[src/bdr_pkg.sv]
// ----------------------------------------------------------------------------
// bdr_pkg
// Shared constants and the CORDIC arctangent table for the bicycle
// dead reckoning step.
// ----------------------------------------------------------------------------
package bdr_pkg;

    localparam int ANG_W      = 34;
    localparam int ANG_IDX_W  = 5;
    localparam int MUL_A_W    = 36;
    localparam int MUL_B_W    = 25;
    localparam int PROD_W     = MUL_A_W + MUL_B_W;
    localparam int DIV_Q_W    = 24;

    localparam logic signed [ANG_W-1:0]   K_Q30      = 34'sd652032874;
    localparam logic signed [MUL_A_W-1:0] PI_Q30     = 36'sd3373259426;
    localparam logic signed [MUL_A_W-1:0] INV2PI_Q32 = 36'sd683565276;
    localparam logic signed [14:0]        STEER_LIM  = 15'sd12288;
    localparam logic signed [31:0]        POS_MAX    = 32'sh7fffffff;
    localparam logic signed [31:0]        POS_MIN    = 32'sh80000000;

    localparam logic REQ_STEP    = 1'b0;
    localparam logic REQ_RESTART = 1'b1;

    localparam logic REG_INV_WHEELBASE = 1'b0;
    localparam logic REG_START_HEADING = 1'b1;

    function automatic logic signed [ANG_W-1:0] atan_entry(input logic [ANG_IDX_W-1:0] i);
        case (i)
            5'd0:    atan_entry = 34'sd843314857;
            5'd1:    atan_entry = 34'sd497837829;
            5'd2:    atan_entry = 34'sd263043836;
            5'd3:    atan_entry = 34'sd133525158;
            5'd4:    atan_entry = 34'sd67021686;
            5'd5:    atan_entry = 34'sd33543515;
            5'd6:    atan_entry = 34'sd16771754;
            5'd7:    atan_entry = 34'sd8388437;
            5'd8:    atan_entry = 34'sd4194282;
            5'd9:    atan_entry = 34'sd2097149;
            default: atan_entry = 34'sd1 <<< (5'd30 - i);
        endcase
    endfunction

endpackage

[src/bdr_cordic.sv]
// ----------------------------------------------------------------------------
// bdr_cordic
// Rotation-mode CORDIC, one iteration per cycle, giving cosine and sine
// in Q2.30 of an angle in Q2.30 radians.
// ----------------------------------------------------------------------------
module bdr_cordic
    import bdr_pkg::*;
#(
    parameter int STEPS = 16
)
(
    input  logic                    clk,
    input  logic                    rst_n,
    input  logic                    start,
    input  logic signed [ANG_W-1:0] angle,
    output logic                    done,
    output logic signed [ANG_W-1:0] cos_val,
    output logic signed [ANG_W-1:0] sin_val
);

    localparam int CW = $clog2(STEPS);

    logic                    busy_reg;
    logic                    done_reg;
    logic [CW-1:0]           iter_reg;
    logic signed [ANG_W-1:0] x_reg;
    logic signed [ANG_W-1:0] y_reg;
    logic signed [ANG_W-1:0] z_reg;
    logic signed [ANG_W-1:0] shx;
    logic signed [ANG_W-1:0] shy;
    logic signed [ANG_W-1:0] ang_step;

    always_comb
    begin
        shx      = y_reg >>> iter_reg;
        shy      = x_reg >>> iter_reg;
        ang_step = atan_entry(ANG_IDX_W'(iter_reg));
    end

    always_ff @(posedge clk or negedge rst_n)
    begin
        if (!rst_n)
        begin
            busy_reg <= 1'b0;
            done_reg <= 1'b0;
            iter_reg <= '0;
        end
        else
        begin
            done_reg <= 1'b0;
            if (start)
            begin
                busy_reg <= 1'b1;
                iter_reg <= '0;
                x_reg    <= K_Q30;
                y_reg    <= '0;
                z_reg    <= angle;
            end
            else if (busy_reg)
            begin
                if (!z_reg[ANG_W-1])
                begin
                    x_reg <= x_reg - shx;
                    y_reg <= y_reg + shy;
                    z_reg <= z_reg - ang_step;
                end
                else
                begin
                    x_reg <= x_reg + shx;
                    y_reg <= y_reg - shy;
                    z_reg <= z_reg + ang_step;
                end
                if (iter_reg == CW'(STEPS - 1))
                begin
                    busy_reg <= 1'b0;
                    done_reg <= 1'b1;
                end
                else
                begin
                    iter_reg <= iter_reg + 1'b1;
                end
            end
        end
    end

    assign done    = done_reg;
    assign cos_val = x_reg;
    assign sin_val = y_reg;

endmodule

[src/bicycle_dead_reckoning_step.sv]
// ----------------------------------------------------------------------------
// bicycle_dead_reckoning_step
// One Euler step of a kinematic bicycle model per item, using a shared
// CORDIC, a bit-serial divider and one shared multiplier.
// ----------------------------------------------------------------------------
// Channel   Direction  Handshake              Payload
// in        input      in_valid / in_ready    req_type, sample_valid, steer_angle,
//                                             speed, time_step
// out       output     out_valid / out_ready  pos_x, pos_z, heading_angle, saturated
// cfg       input      cfg_wr_en              cfg_index, cfg_wdata
//
// A restart item has its result valid in the cycle after acceptance.
// A step item runs two CORDIC passes of one iteration per cycle, with a
// bit-serial divider and a chain of multiplies on the shared multiplier.
// One item is in work at a time; in_ready is low until the result is taken.
// The result holds on the outputs while out_ready is low.
// Reset restores the pose, held sample and registers to their initial values.
// ----------------------------------------------------------------------------
module bicycle_dead_reckoning_step
    import bdr_pkg::*;
#(
    parameter int CORDIC_STEPS = 16
)
(
    input  logic               clk,
    input  logic               rst_n,
    input  logic               in_valid,
    output logic               in_ready,
    input  logic               req_type,
    input  logic               sample_valid,
    input  logic signed [14:0] steer_angle,
    input  logic signed [15:0] speed,
    input  logic [15:0]        time_step,
    output logic               out_valid,
    input  logic               out_ready,
    output logic signed [31:0] pos_x,
    output logic signed [31:0] pos_z,
    output logic [15:0]        heading_angle,
    output logic               saturated,
    input  logic               cfg_wr_en,
    input  logic               cfg_index,
    input  logic [21:0]        cfg_wdata
);

    typedef enum logic [4:0] {
        S_IDLE, S_C1_GO, S_C1_WAIT, S_DIV, S_M1, S_M2, S_M3, S_M4A, S_M4B,
        S_HEAD, S_ANG, S_C2_GO, S_C2_WAIT, S_M5, S_M6A, S_M6B, S_ADD, S_OUT
    } state_t;

    state_t                    state_reg;
    logic [21:0]               inv_wb_reg;
    logic [15:0]               start_hd_reg;
    logic signed [31:0]        x_reg;
    logic signed [31:0]        z_reg;
    logic [15:0]               heading_reg;
    logic signed [14:0]        held_steer_reg;
    logic signed [15:0]        held_speed_reg;
    logic [15:0]               dt_reg;
    logic                      sat_reg;
    logic                      axis_reg;
    logic                      neg_reg;
    logic                      sneg_reg;
    logic [4:0]                div_cnt_reg;
    logic [ANG_W-1:0]          rem_reg;
    logic [DIV_Q_W-1:0]        dq_reg;
    logic signed [ANG_W-1:0]   c_reg;
    logic signed [ANG_W-1:0]   s_reg;
    logic signed [PROD_W-1:0]  prod_reg;
    logic signed [PROD_W-1:0]  acc_reg;
    logic signed [MUL_B_W-1:0] hold_reg;

    logic                      cor_start;
    logic signed [ANG_W-1:0]   cor_angle;
    logic                      cor_done;
    logic signed [ANG_W-1:0]   cor_cos;
    logic signed [ANG_W-1:0]   cor_sin;

    logic                      mul_en;
    logic signed [MUL_A_W-1:0] mul_a;
    logic signed [MUL_B_W-1:0] mul_b;

    logic signed [14:0]        steer_cl;
    logic [ANG_W-1:0]          rem_sh;
    logic                      div_ge;
    logic signed [MUL_B_W-1:0] tanq;
    logic [47:0]               head_sum;
    logic [15:0]               hfold;
    logic                      hneg;
    logic signed [65:0]        pos_total;
    logic signed [27:0]        pos_d;
    logic signed [31:0]        pos_cur;
    logic signed [32:0]        pos_sum;
    logic                      pos_ovf;
    logic signed [31:0]        pos_new;
    logic signed [ANG_W-1:0]   c1_cos;
    logic signed [ANG_W-1:0]   c1_abs_s;

    bdr_cordic #(
        .STEPS (CORDIC_STEPS)
    ) u_cordic (
        .clk     (clk),
        .rst_n   (rst_n),
        .start   (cor_start),
        .angle   (cor_angle),
        .done    (cor_done),
        .cos_val (cor_cos),
        .sin_val (cor_sin)
    );

    always_comb
    begin
        if (held_steer_reg > STEER_LIM)
        begin
            steer_cl = STEER_LIM;
        end
        else if (held_steer_reg < -STEER_LIM)
        begin
            steer_cl = -STEER_LIM;
        end
        else
        begin
            steer_cl = held_steer_reg;
        end

        cor_start = (state_reg == S_C1_GO) || (state_reg == S_C2_GO);
        if (state_reg == S_C1_GO)
        begin
            cor_angle = ANG_W'(steer_cl) <<< 17;
        end
        else
        begin
            cor_angle = prod_reg[48:15];
        end

        c1_cos   = (cor_cos <= 0) ? 34'sd1 : cor_cos;
        c1_abs_s = cor_sin[ANG_W-1] ? -cor_sin : cor_sin;

        rem_sh = {rem_reg[ANG_W-2:0], dq_reg[DIV_Q_W-1]};
        div_ge = rem_sh >= c_reg;
        tanq   = sneg_reg ? -$signed({1'b0, dq_reg}) : $signed({1'b0, dq_reg});

        head_sum = acc_reg[47:0] + {prod_reg[23:0], 24'd0} + 48'h0000_8000_0000;

        hneg  = ($signed(heading_reg) > 16'sd16384) || ($signed(heading_reg) < -16'sd16384);
        hfold = hneg ? {~heading_reg[15], heading_reg[14:0]} : heading_reg;

        pos_total = {{5{acc_reg[PROD_W-1]}}, acc_reg}
                  + ({{5{prod_reg[PROD_W-1]}}, prod_reg} <<< 24)
                  + (66'sd1 <<< 37);
        pos_d     = pos_total[65:38];
        pos_cur   = axis_reg ? z_reg : x_reg;
        pos_sum   = {pos_cur[31], pos_cur} + {{5{pos_d[27]}}, pos_d};
        pos_ovf   = pos_sum[32] != pos_sum[31];
        if (pos_ovf)
        begin
            pos_new = pos_sum[32] ? POS_MIN : POS_MAX;
        end
        else
        begin
            pos_new = pos_sum[31:0];
        end

        mul_en = 1'b1;
        mul_a  = '0;
        mul_b  = '0;
        case (state_reg)
            S_M1:
            begin
                mul_a = MUL_A_W'(tanq);
                mul_b = MUL_B_W'(held_speed_reg);
            end
            S_M2:
            begin
                mul_a = prod_reg[43:8];
                mul_b = $signed({3'd0, inv_wb_reg});
            end
            S_M3:
            begin
                mul_a = prod_reg[51:16];
                mul_b = $signed({9'd0, dt_reg});
            end
            S_M4A:
            begin
                mul_a = INV2PI_Q32;
                mul_b = $signed({1'b0, prod_reg[39:16]});
            end
            S_M4B:
            begin
                mul_a = INV2PI_Q32;
                mul_b = hold_reg;
            end
            S_ANG:
            begin
                mul_a = PI_Q30;
                mul_b = MUL_B_W'($signed(hfold));
            end
            S_M5:
            begin
                mul_a = MUL_A_W'(axis_reg ? s_reg : c_reg);
                mul_b = MUL_B_W'(held_speed_reg);
            end
            S_M6A:
            begin
                mul_a = $signed({20'd0, dt_reg});
                mul_b = $signed({1'b0, prod_reg[23:0]});
            end
            S_M6B:
            begin
                mul_a = $signed({20'd0, dt_reg});
                mul_b = hold_reg;
            end
            default:
            begin
                mul_en = 1'b0;
            end
        endcase
    end

    always_ff @(posedge clk or negedge rst_n)
    begin
        if (!rst_n)
        begin
            state_reg      <= S_IDLE;
            inv_wb_reg     <= 22'd51200;
            start_hd_reg   <= 16'd16384;
            x_reg          <= '0;
            z_reg          <= '0;
            heading_reg    <= 16'd16384;
            held_steer_reg <= '0;
            held_speed_reg <= '0;
            sat_reg        <= 1'b0;
            axis_reg       <= 1'b0;
            div_cnt_reg    <= '0;
        end
        else
        begin
            if (cfg_wr_en)
            begin
                if (cfg_index == REG_INV_WHEELBASE)
                begin
                    inv_wb_reg <= cfg_wdata;
                end
                else
                begin
                    start_hd_reg <= cfg_wdata[15:0];
                end
            end

            if (mul_en)
            begin
                prod_reg <= mul_a * mul_b;
            end

            case (state_reg)
                S_IDLE:
                begin
                    if (in_valid)
                    begin
                        sat_reg <= 1'b0;
                        dt_reg  <= time_step;
                        if (req_type == REQ_RESTART)
                        begin
                            x_reg          <= '0;
                            z_reg          <= '0;
                            heading_reg    <= start_hd_reg;
                            held_steer_reg <= '0;
                            held_speed_reg <= '0;
                            state_reg      <= S_OUT;
                        end
                        else
                        begin
                            if (sample_valid)
                            begin
                                held_steer_reg <= steer_angle;
                                held_speed_reg <= speed;
                            end
                            state_reg <= S_C1_GO;
                        end
                    end
                end
                S_C1_GO:
                begin
                    state_reg <= S_C1_WAIT;
                end
                S_C1_WAIT:
                begin
                    if (cor_done)
                    begin
                        c_reg       <= c1_cos;
                        sneg_reg    <= cor_sin[ANG_W-1];
                        rem_reg     <= ANG_W'(c1_abs_s[ANG_W-1:8]);
                        dq_reg      <= {c1_abs_s[7:0], 16'd0};
                        div_cnt_reg <= '0;
                        state_reg   <= S_DIV;
                    end
                end
                S_DIV:
                begin
                    rem_reg     <= div_ge ? rem_sh - c_reg : rem_sh;
                    dq_reg      <= {dq_reg[DIV_Q_W-2:0], div_ge};
                    div_cnt_reg <= div_cnt_reg + 1'b1;
                    if (div_cnt_reg == 5'(DIV_Q_W - 1))
                    begin
                        state_reg <= S_M1;
                    end
                end
                S_M1:
                begin
                    state_reg <= S_M2;
                end
                S_M2:
                begin
                    state_reg <= S_M3;
                end
                S_M3:
                begin
                    state_reg <= S_M4A;
                end
                S_M4A:
                begin
                    hold_reg  <= MUL_B_W'($signed(prod_reg[60:40]));
                    state_reg <= S_M4B;
                end
                S_M4B:
                begin
                    acc_reg   <= prod_reg;
                    state_reg <= S_HEAD;
                end
                S_HEAD:
                begin
                    heading_reg <= heading_reg - head_sum[47:32];
                    state_reg   <= S_ANG;
                end
                S_ANG:
                begin
                    neg_reg   <= hneg;
                    state_reg <= S_C2_GO;
                end
                S_C2_GO:
                begin
                    state_reg <= S_C2_WAIT;
                end
                S_C2_WAIT:
                begin
                    if (cor_done)
                    begin
                        c_reg     <= neg_reg ? -cor_cos : cor_cos;
                        s_reg     <= neg_reg ? -cor_sin : cor_sin;
                        axis_reg  <= 1'b0;
                        state_reg <= S_M5;
                    end
                end
                S_M5:
                begin
                    state_reg <= S_M6A;
                end
                S_M6A:
                begin
                    hold_reg  <= prod_reg[48:24];
                    state_reg <= S_M6B;
                end
                S_M6B:
                begin
                    acc_reg   <= prod_reg;
                    state_reg <= S_ADD;
                end
                S_ADD:
                begin
                    if (pos_ovf)
                    begin
                        sat_reg <= 1'b1;
                    end
                    if (axis_reg)
                    begin
                        z_reg     <= pos_new;
                        state_reg <= S_OUT;
                    end
                    else
                    begin
                        x_reg     <= pos_new;
                        axis_reg  <= 1'b1;
                        state_reg <= S_M5;
                    end
                end
                S_OUT:
                begin
                    if (out_ready)
                    begin
                        state_reg <= S_IDLE;
                    end
                end
                default:
                begin
                    state_reg <= S_IDLE;
                end
            endcase
        end
    end

    assign in_ready      = state_reg == S_IDLE;
    assign out_valid     = state_reg == S_OUT;
    assign pos_x         = x_reg;
    assign pos_z         = z_reg;
    assign heading_angle = heading_reg;
    assign saturated     = sat_reg;

    a_no_overlap: assert property (@(posedge clk) disable iff (!rst_n)
        !(in_ready && out_valid))
        else $error("input and output sides active together");

    a_restart: assert property (@(posedge clk) disable iff (!rst_n)
        in_valid && in_ready && req_type |=> out_valid && pos_x == 0 && pos_z == 0
            && !saturated)
        else $error("restart did not give a cleared pose");

    a_sat_edge: assert property (@(posedge clk) disable iff (!rst_n)
        out_valid && saturated |-> pos_x == POS_MAX || pos_x == POS_MIN
            || pos_z == POS_MAX || pos_z == POS_MIN)
        else $error("saturation flag without a clipped position");

endmodule

[config.mk]
export PLATFORM = sky130hd
export DESIGN_NAME = bicycle_dead_reckoning_step
export DESIGN_NICKNAME = d
export VERILOG_FILES = /design/src/bdr_pkg.sv /design/src/bdr_cordic.sv /design/src/bicycle_dead_reckoning_step.sv
export SDC_FILE = /design/constraint.sdc
export NUM_CORES = 2
export LEC_CHECK = 0
export ABC_AREA = 1
export BUFFER_PORTS_ARGS = -buffer_cell sky130_fd_sc_hd__buf_4
export CORE_UTILIZATION = 43
export DETAILED_ROUTE_END_ITERATION = 16
export SYNTH_ARGS = -nofsm -noshare
export SYNTH_HDL_FRONTEND = slang
export SYNTH_SLANG_ARGS = --single-unit
[constraint.sdc]
create_clock -name clk -period 20.5 [get_ports clk]
set_input_delay 0 -clock clk [delete_from_list [all_inputs] [get_ports clk]]
set_output_delay 0 -clock clk [all_outputs]
set_load 0.1 [all_outputs]
After elaboration in Yosys (flattened, before gate mapping)
Index checks and enable logic that the tools add are counted.
{ "totals": {"inputBits": 77, "output_inout_bits": 83, "ff_bits": 559, "elab_cells": 205} }
{ "op_classes": {"n_shift": 3, "n_mux": 70, "add_sub_neg": 19, "n_lt_le_gt_ge": 6, "n_reduce_logical": 38, "n_mul": 1, "n_eq_ne": 39, "bitwise_logic": 2} }
{ "ops": {"columns": ["op", "count"], "rows": [
  ["$mux 34", 14],
  ["$pmux 34 s10", 1],
  ["$pmux 36 s7", 1],
  ["$mux 32", 7],
  ["$pmux 25 s7", 1],
  ["$pmux 32 s2", 2],
  ["$add 34x34->34", 3],
  ["$sub 34x34->34", 3],
  ["$pmux 5 s18", 1],
  ["$mux 16", 5],
  ["$neg 34->34", 2],
  ["$pmux 34 s2", 1],
  ["$sshr 34x4->34", 2],
  ["$add 66x38->66 const B", 1],
  ["$add 66x66->66", 1],
  ["$mux 33", 2],
  ["$pmux 33 s2", 1],
  ["$mul 36x25->61", 1],
  ["$mux 15", 4],
  ["$pmux 25 s2", 1],
  ["$add 48x32->48 const B", 1],
  ["$add 48x48->48", 1],
  ["$pmux 24 s2", 1],
  ["$eq 5x4->1 const B", 8],
  ["other kinds (45)", 113]
]} }

Logic depth before layout (Yosys ltp)
{ "logic_depth": {"ltp_word": 7, "mapped_depth": 44, "mapped_depth_nobuf": 43} }

By module
A second synthesis with hierarchy kept.
{ "hier_totals": {"hier_cells": 11054, "area_unflattened_um2": 80320.8} }
{ "by_module_without_submodules": {"columns": ["module", "area_per_inst_um2", "cells_per_inst", "seq_area_each_um2", "instances"], "rows": [
  ["bicycle_dead_reckoning_step", 63773.7, 8304, 12022.8, 1],
  ["bdr_cordic", 16547.1, 2750, 3213.1, 1]
]} }

Worst setup path after synthesis
OpenSTA, ideal clock, no wires.
{ "synth_path": {"kind": "register -> register", "from": "reg dq_reg[0]", "to": "reg prod_reg[55], data pin", "path_slack_ns": 12.513, "path_stages_with_launch": 38, "setup_ns": 0.260, "n_path_buf": 2, "t_required_ns": 20.240, "t_arrival_ns": 7.727, "period_less_slack_ns": 7.987, "path_cell_list": "edfxtp_1 inv_1 ha_1 nand3_1 nor3_2 nand2_1 inv_2 nand3_1 nor4_2 nand3_1 o211ai_4 buf_6 nand2_1 buf_2 nand2_1 inv_1 fa_1 fa_1 (+2 left out) fa_1 inv_1 fa_1 fa_1 inv_1 fa_1 inv_1 ha_1 nand2_1 nor2_1 nand2_1 nor4_1 nand2_1 nand3_1 a21boi_0 o31ai_1 a21oi_1 xnor2_1"} }
{ "synth_between": {"elab_chain_len": 4} }
{ "synth_rtl": {"columns": ["item", "line", "rtl"], "rows": [
  ["start: declaration", "bicycle_dead_reckoning_step.sv:65", "logic [DIV_Q_W-1:0] dq_reg;"],
  ["start signal: assignment", "bicycle_dead_reckoning_step.sv:292", "dq_reg <= {c1_abs_s[7:0], 16'd0};"],
  ["start signal: assignment", "bicycle_dead_reckoning_step.sv:300", "dq_reg <= {dq_reg[DIV_Q_W-2:0], div_ge};"],
  ["$neg 24->25", "bicycle_dead_reckoning_step.sv:140", "tanq = sneg_reg ? -$signed({1'b0, dq_reg}) : $signed({1'b0, dq_reg});"],
  ["$mux 25 (*)", "bicycle_dead_reckoning_step.sv:140", null],
  ["$pmux 36 s7 (*)", "bicycle_dead_reckoning_step.sv:166", "case (state_reg)"],
  ["$mul 36x25->61 (*)", "bicycle_dead_reckoning_step.sv:251", "prod_reg <= mul_a * mul_b;"],
  ["end signal: assignment", "bicycle_dead_reckoning_step.sv:251", null],
  ["end: declaration", "bicycle_dead_reckoning_step.sv:68", "logic signed [PROD_W-1:0] prod_reg;"]
]} }
Mark *: on every way between the ends. The rest lies on a longest branch, timed or not.
A chain may end at the register's enable or synchronous reset.

Worst setup path after layout
{ "layout_path": {"from": "reg state_reg[1]", "to": "reg prod_reg[38], data pin"} }
{ "layout_between": {"elab_chain_len": 4, "word_cells_on_any_way": 16, "classes_between": "mul: 1; eq/ne: 9; mux: 2; reduce/logical: 4"} }
{ "layout_rtl": {"columns": ["item", "line", "rtl"], "rows": [
  ["start: declaration", "bicycle_dead_reckoning_step.sv:50", "state_t state_reg;"],
  ["start signal: assignment", "bicycle_dead_reckoning_step.sv:223", "state_reg <= S_IDLE;"],
  ["start signal: assignment", "bicycle_dead_reckoning_step.sv:268", "state_reg <= S_OUT;"],
  ["start signal: assignment", "bicycle_dead_reckoning_step.sv:277", "state_reg <= S_C1_GO;"],
  ["$eq 5x4->1 / $eq 5x3->1 (equally long branches)", "bicycle_dead_reckoning_step.sv:166", null],
  ["$reduce_or 2->1 (no source line)", null, null],
  ["$pmux 36 s7 / $pmux 25 s7 (equally long branches)", "bicycle_dead_reckoning_step.sv:166", null],
  ["$mul 36x25->61 (*)", "bicycle_dead_reckoning_step.sv:251", null]
]} }
Marks and branches as above.

==> results_dict.tcl <==
set metrics [dict create \
    wl_per_cell_um 23.6 \
    grt_pass1_wl_um 437000 \
    netlist_top_cells_area "fa_1 24%, edfxtp_1 15%, nand2_1 11%, inv_1 9.0%, ha_1 7.3%" \
    crit_arrival_ps 11490 \
    grt_pass1_vias 68700 \
    place.port_buffers 159 \
    io_pins 160 \
    reg2reg_depth 36 \
    slew_headroom_pct 13.8 \
    ant_nets 0 \
    cp-start-kind "flop" \
    min_path_type "in -> reg" \
    avgSynthCellArea_um2 7.59 \
    root_buffer "clkbuf_16" \
    drt_first_pass_iters 6 \
    tightest_slew_ps 1280 \
    slew_violations 0 \
    die_h_um 423 \
    crit_fanout 22 \
    hold_path_depth 2 \
    hp-start "time_step[9]" \
    grt_setup_unrepaired "false" \
    synth_ff_type "edfxtp_1" \
    cts_made_buffers 57 \
    crit_buf_inv 11 \
    netlist.area_leader.share_pct 24.1 \
    yosysUniqueCellTypes 76 \
    hold_violations 0 \
    clk-insertion-delay-late_ps 700 \
    antenna_found_initial 14 \
    cts_sinks 535 \
    clk_pin_slew_ps 70 \
    fp.dieW_um 423 \
    core-area_um2 176000 \
    cp_slowest_cell "inv_1" \
    hold_buffers 103 \
    cts_max_path_buffers 3 \
    grt.overflow.total 0 \
    crit_path_frequent_cell "inv_1" \
    cp-end-kind "flop" \
    yosys_warnings 0 \
    seq_area_frac_synth_pct 20.0 \
    grtUsageTotal_pct 32.4 \
    drive_gt1_share_pct 5.26 \
    start_util_pct 43.3 \
    num-nets-final 11500 \
    vias_per_cell 5.62 \
    drt_iter0_markers 7087 \
    ys_seq_elements 535 \
    cap_violations 0 \
    crit_type "reg -> reg" \
    dp_hpwl_um 234000 \
    fp.dieArea_um2 179000 \
    min_period_ps 11080 \
    outcome "finished clean" \
    row_count 154 \
    cp-startpoint "state_reg[1]" \
    synth_edf_count 368 \
    setup_viol 0 \
    htreeDepth 2 \
    syn2layout_area_growth_pct 8.58 \
    routed_wl_um 294000 \
    ctsResizeCount 0 \
    critical_path_cell_count 36 \
    fin_util_pct 47.0 \
    synth_top_area_cell "fa_1" \
    fmax_ghz 0.0902 \
    gp_congestion 1.03 \
    netlist_area_um2 76100 \
    cpPeakStageDelay_ps 1210 \
    cpLargestDelayFamily "adder cells" \
    yosysMostFrequentCell "nand2_1" \
    drc 0 \
    cts_tree "done" \
    skew_ps 47.1 \
    vias 70100 \
    worst_r2r_startpoint "state_reg[1]" \
    cp_data_required_time_ps 20910 \
    synthTopCellsByCount "2283 x nand2_1, 1819 x inv_1, 917 x fa_1" \
    postCtsSetupBuffers 0 \
    largest_register_ffs 61 \
    async_flop_share_pct 31.2 \
    syn_inst 10000 \
    synthesis.nets 11500 \
    period_share_pct 54.1 \
    grt_start_max_net_pins 72 \
    fin_setup_tns_ps 0 \
]
[final timing paths]
path / endpoint / slack [ps]
max: prod_reg[38] / 9420
min: dt_reg[9] / 50
max reg2reg: prod_reg[38] / 9420
min reg2reg: start_hd_reg[3] / 500
max in group asynchronous: start_hd_reg[6] / 18450
min in group asynchronous: u_cordic.done / 630
[per-layer routing]
layer	GRT usage, %	vias to the layer above	wire, µm
li1	-	31900	-
met1	44.6	34600	123000
met2	51.4	3048	133000
met3	4.29	540	23600
met4	13.2	8	14400
met5	0	-	53
[worst register-to-register path, delay by kind of cell, from the launching register on]
family | cells | cell delay (ps)
buf+inv | 11 | 2430
fa+ha+maj | 8 | 3810
flops | 1 | 480
simple gates | 11 | 2680
compound gates | 5 | 1310
xor+xnor | 1 | 110
[placed cells by master, fill, tap and decap left out, types with 22 or more instances in the layout]
master	count
nor3_1	70
o21bai_1	23
nand3_1	553
xnor2_1	109
clkinv_1	28
buf_4	276
o22ai_1	52
a211oi_1	22
ha_1	445
xor2_1	232
a21oi_1	507
o221ai_1	23
nor2_1	863
o21ai_0	564
dlygate4sd3_1	103
nand4_1	113
or2_2	24
a31oi_1	49
edfxtp_1	368
o211ai_1	43
inv_2	29
inv_1	1813
nand2_1	2278
a221oi_1	30
nor4_1	54
dfrtp_1	158
o21ai_1	27
fa_1	917
a21o_1	38
clkbuf_16	62
[area by class of cell]
class / instances / area [µm²]
repair buffers: 380 / 3120
inverters: 1867 / 7010
clock inverters: 26 / 244
fillers: 17600 / 93300
clock buffers: 82 / 1710
multi-input cells: 7237 / 52400
diodes: 5 / 12.5
well taps: 2340 / 2930
flip-flops and latches: 535 / 15200
[logic make-up (layout without fill, tap and decap cells)]
group | after synthesis | in the layout | share of synthesized area, %
flops | 535 | 535 | 20.0
simple gates | 4045 | 4045 | 22.1
fa+ha+maj | 1362 | 1362 | 31.4
xor+xnor | 342 | 342 | 3.94
buf+inv | 2255 | 2355 | 11.4
compound gates | 1488 | 1488 | 11.1
other cells | 0 | 5 | 0
[metrics by stage]
stage	hold slack (ps)	setup slack (ps)	std cells	cell area, µm²
global route	40.9	8770	12500	82600
CTS	8.97	9710	12500	82600
floorplan	-296	12510	10000	76100
detailed placement	24.6	9790	12300	79600
global placement	21.1	9730	12300	79600
finish	45.8	9420	12500	82600
Power is not shown: default switching activity piles up to over one toggle a cycle in this logic, so the estimate is an artifact.
